[src/hdl/tlp_pkg.sv]
// Shared types and constants of the trimmed latency profiler.
package tlp_pkg;

	localparam int TAG_W         = 6;
	localparam int TS_W          = 63;
	localparam int TIME_W        = 64;
	localparam int CNT_W         = 32;
	localparam int TAG_SLOTS_DEF = 64;

	localparam logic [CNT_W-1:0] TRIM_N    = CNT_W'(4);
	localparam logic [CNT_W-1:0] COUNT_MAX = '1;

	typedef enum logic [1:0] {
		ACT_BEGIN = 2'd0,
		ACT_END   = 2'd1,
		ACT_READ  = 2'd2,
		ACT_CLEAR = 2'd3
	} action_t;

	typedef struct packed {
		logic [TS_W-1:0]   start;
		logic [TIME_W-1:0] total;
		logic [TIME_W-1:0] s_min;
		logic [TIME_W-1:0] s_min2;
		logic [TIME_W-1:0] s_max2;
		logic [TIME_W-1:0] s_max;
		logic [CNT_W-1:0]  count;
	} entry_t;

endpackage

[src/hdl/tlp_merge.sv]
// Folds one delta into an entry: total, sorted extremes and count.
module tlp_merge import tlp_pkg::*; (
	input  entry_t            cur,
	input  logic [TIME_W-1:0] delta,
	output entry_t            nxt
);

	logic [TIME_W-1:0] kept [4];
	logic [TIME_W-1:0] srt [5];
	logic [3:0]        below;

	always_comb begin
		kept[0] = cur.s_min;
		kept[1] = cur.s_min2;
		kept[2] = cur.s_max2;
		kept[3] = cur.s_max;
		for (int k = 0; k < 4; k++) begin
			below[k] = $signed(kept[k]) < $signed(delta);
		end
		// kept is sorted, so below is a thermometer code
		srt[0] = below[0] ? kept[0] : delta;
		for (int i = 1; i < 4; i++) begin
			srt[i] = below[i] ? kept[i] : (below[i-1] ? delta : kept[i-1]);
		end
		srt[4] = below[3] ? delta : kept[3];

		nxt       = cur;
		nxt.total = cur.total + delta;
		if (cur.count < TRIM_N) begin
			nxt.s_min  = srt[1];
			nxt.s_min2 = srt[2];
		end else begin
			nxt.s_min  = srt[0];
			nxt.s_min2 = srt[1];
		end
		nxt.s_max2 = srt[3];
		nxt.s_max  = srt[4];
		nxt.count  = (cur.count == COUNT_MAX) ? cur.count : cur.count + CNT_W'(1);
	end

endmodule

[config.mk]
export PLATFORM = sky130hd
export DESIGN_NAME = tlp_merge
export DESIGN_NICKNAME = d
export VERILOG_FILES = /design/src/hdl/tlp_pkg.sv /design/src/hdl/tlp_merge.sv
export SDC_FILE = /design/constraint.sdc
export NUM_CORES = 1
export LEC_CHECK = 0
export BUFFER_PORTS_ARGS = -buffer_cell sky130_fd_sc_hd__buf_2
export CAP_MARGIN = 20
export CORE_AREA = 2 2 350 352
export DETAILED_ROUTE_END_ITERATION = 7
export DIE_AREA = 0 0 352 354
export PLACE_DENSITY = 0.38
export SLEW_MARGIN = 30
export SYNTH_ARGS = -nofsm -noshare
export SYNTH_HDL_FRONTEND = slang
export SYNTH_SLANG_ARGS = --single-unit
[constraint.sdc]
create_clock -name vclk -period 4.52
set_input_delay 0.904 -clock vclk [all_inputs]
set_output_delay 0.904 -clock vclk [all_outputs]
set_load 0.05 [all_outputs]
==> flow_metrics.py <==
metrics = {
    "routing": {
        "dr_total_vias": 26800,
        "drt-total-wl_um": 150000,
        "drt_drc_violations_left": 0,
        "dr.first_iter.drc_count": 1571,
        "post_drt_via_cell_ratio": 4.74,
        "final_antenna_net_count": 0,
        "routedWlPerCell_um": 26.5,
        "first_pass_iters": 5,
    },
    "power_and_ir_drop": {
        "power.static_leakage_nw": 18.0,
        "p_clk_share_pct": 0,
        "power.density_cell_area_nw_per_um2": 280,
        "net-switching-power_mw": 6.12,
        "switching_share_pct": 55.2,
        "seqPwrFrac_pct": 0,
        "comb_power_share_pct": 100.0,
        "cellInternalPower_mw": 4.97,
        "worst_ir_drop_vdd_uv": 169,
    },
    "yosys": {
        "synth_top_cells_by_area": "ha_1 (23%), o21ai_0 (6.9%), a21oi_1 (5.5%)",
        "synth_top_area_cell": "ha_1",
        "ys_seq_area_share_pct": 0,
        "post_synthesis_mean_instance_area_sq_um": 6.89,
        "synth.cells.most_frequent": "ha_1 (316), o21ai_0 (238), nand2_1 (211), a21oi_1 (190), nor2_1 (138)",
        "post_synth_xor_area_fraction_pct": 4.79,
        "dominant_combinational_cell_family_by_area_after_synthesis": "compound AO/OA/AOI/OAI gates",
        "ys_types": 75,
        "post_synth_adder_cell_area_pct": 23.1,
        "synthMuxAreaShare_pct": 3.99,
        "ys.warnings.count": 0,
        "fraction_of_the_mapped_netlist_area_in_compound_gates_pct": 37.1,
        "synth_simple_gate_area_share_pct": 22.1,
        "post_synth_inst_count": 2496,
        "synthesis.area_sq_um": 17200,
        "synthDominantCellAreaShare_pct": 23.0,
        "synthesis.nets": 3292,
        "yosys.cell_count.top_type": "ha_1",
    },
    "finish": {
        "ff_latch_area_sq_um": 0,
        "layout_nets": 4826,
        "relative_area_change_from_synthesis_to_final_layout_pct": 130,
        "clock_buffer_count": 0,
        "layout_filler_cell_count": 12700,
        "sequential_cell_count_of_the_final_layout": 0,
        "drive_gt1_share_pct": 60.8,
        "multi_input_comb_area_sq_um": 20300,
    },
    "hold_path": {
        "worstHoldPathType": "input pin to output port",
    },
    "setup_path": {
        "timing.critical_path.arrival_ns": 4.51,
        "setup.worst_path.start_class": "input pin",
        "max_fo_critical_path": 7,
        "critPathRequiredTime_ns": 3.62,
        "endpoint_kind": "output port",
        "setup.worst_path.class": "input pin to output port",
    },
    "placed_design": {
        "dp_hpwl_um": 122000,
        "port_buffers": 768,
        "routabilityCongestion": 0.912,
    },
    "timing": {
        "timing.final.setup_violations": 287,
        "setup_ws_ns": -0.893,
        "timing.final.crit_period_ns": 5.41,
        "timing_max_transition_violations_final": 0,
        "post_route_clock_period_utilization_pct": 120,
        "final.hold.worst_slack_ns": 1.81,
        "hold_violations": 0,
        "maxClockFrequency_mhz": 185,
        "slew_headroom_pct": 48.2,
        "worst_pin_slew_ns": 0.774,
        "grt_setup_unrepaired": "true",
        "setup-tns-final_ns": -194.81,
    },
    "floorplan": {
        "start_util_pct": 14.2,
        "core.rowCount": 128,
        "design.portCount": 894,
        "die_h_um": 354,
        "die_ar_sq_um": 125000,
        "die_width_um": 352,
        "core_area_sq_um": 121000,
    },
    "global_routing": {
        "globalRouteTotalUtil_pct": 22.5,
        "grt_overflow_total": 0,
        "grt_pass1_vias": 27000,
        "antenna_found_initial": 50,
        "grt_max_degree": 43,
        "grt_pass1_wl_um": 205000,
    },
    "run_status": {
        "run_status": "complete, but fails checks",
        "failed_checks": "setup timing",
    },
    "flow_run": {
        "max_capacitance_violation_total": 0,
    },
}
critical path: stages:
cell and delay [ns]:
buf_2 0.16, ha_1 0.31, nand4_1 0.16, buf_4 0.20, or4_4 0.59, a311oi_4 0.33
buf_4 0.18, o21ai_2 0.05, buf_6 0.15, o32a_1 0.20, nand2_4 0.10, buf_12 0.16
buf_16 0.19, buf_12 0.15, buf_16 0.11, o211ai_1 0.09, a31o_2 0.27, buf_8 0.15
layout by cell type (no fill, tap or decap), types with 17 or more instances in the layout:
master	instances
buf_4	809
buf_2	451
ha_1	274
buf_6	191
buf_12	177
nand2_1	162
o21ai_0	147
a21o_1	122
a21oi_1	108
nor2_1	95
o211ai_1	74
nand4_1	73
nand3_1	72
a21oi_4	69
buf_8	67
or2_2	64
inv_1	63
or3_1	62
o221a_4	62
a31o_2	57
o21ai_4	56
mux2i_4	51
a31oi_1	50
xnor2_1	50
buf_16	46
ha_4	41
nor4_1	31
nor2_2	28
nand2_2	26
o21ai_2	23
nand2_4	23
a311oi_1	22
nor3_1	19
xor2_1	19
nor2_4	17
cell type report:
class              count  share of cell area, %
diodes                14                 0.0886
inverters             88                  0.920
well taps           1625                   5.14
repair buffers      1761                   42.5
multi-input cells   2179                   51.4
metrics by stage:
stage | cell area [sq um] | utilization, % | setup WS [ns] | instances | total power, mW
2_1_floorplan | 18900 | - | -0.276 | 2496 | 5.02
4_1_cts | 38200 | 31.6 | -0.915 | 5613 | 10.7
3_3_place_gp | 32200 | 26.7 | -1.52 | 5515 | 8.68
5_1_grt | 39600 | 32.7 | -0.997 | 5662 | 11.6
6_report | 39600 | 32.7 | -0.893 | 5667 | 11.1
3_5_place_dp | 32200 | 26.7 | -1.53 | 5515 | 8.68
power groups by stage:
stage | Sequential [mW] | Clock, mW | Combinational, mW
5_1_grt | 0 | 0.000000267 | 11.6
6_report | 0 | 0.000000357 | 11.1
4_1_cts | 0 | 0 | 10.7
2_1_floorplan | 0 | 0 | 5.02
3_3_place_gp | 0 | 0 | 8.68
3_5_place_dp | 0 | 0 | 8.68
path summary, 6_finish.rpt:
path       end      from  slack, ns  cells after the start
max   nxt[187]  cur[126]      -0.89                     18
min   nxt[353]  cur[353]       1.81                      0
metal layers:
metal	vias up	track usage, %	share of wire (%)
li1	12600	-	-
met1	13000	28.4	42
met3	239	3.68	5.8
met5	-	0	0.14
met2	981	39.8	48
met4	32	5.25	3.4
kinds of logic after synthesis:
kind of cell,count (synthesis)
fa+ha+maj,317
xor+xnor,94
simple gates,758
buf+inv,317
mux,68
compound gates,942
what timing repair did:
| action | CTS | global route |
|---|---|---|
| setup buffers | 67 | 52 |
| hold buffers | 0 | 0 |
| endpoints found under the setup margin | 298 | 291 |
| pin swaps | 150 | 116 |
| hold endpoints to repair | 0 | 0 |
| gates resized for setup | 982 | 226 |
| gates cloned | 41 | 15 |
Power figures use the tool's default switching activity.
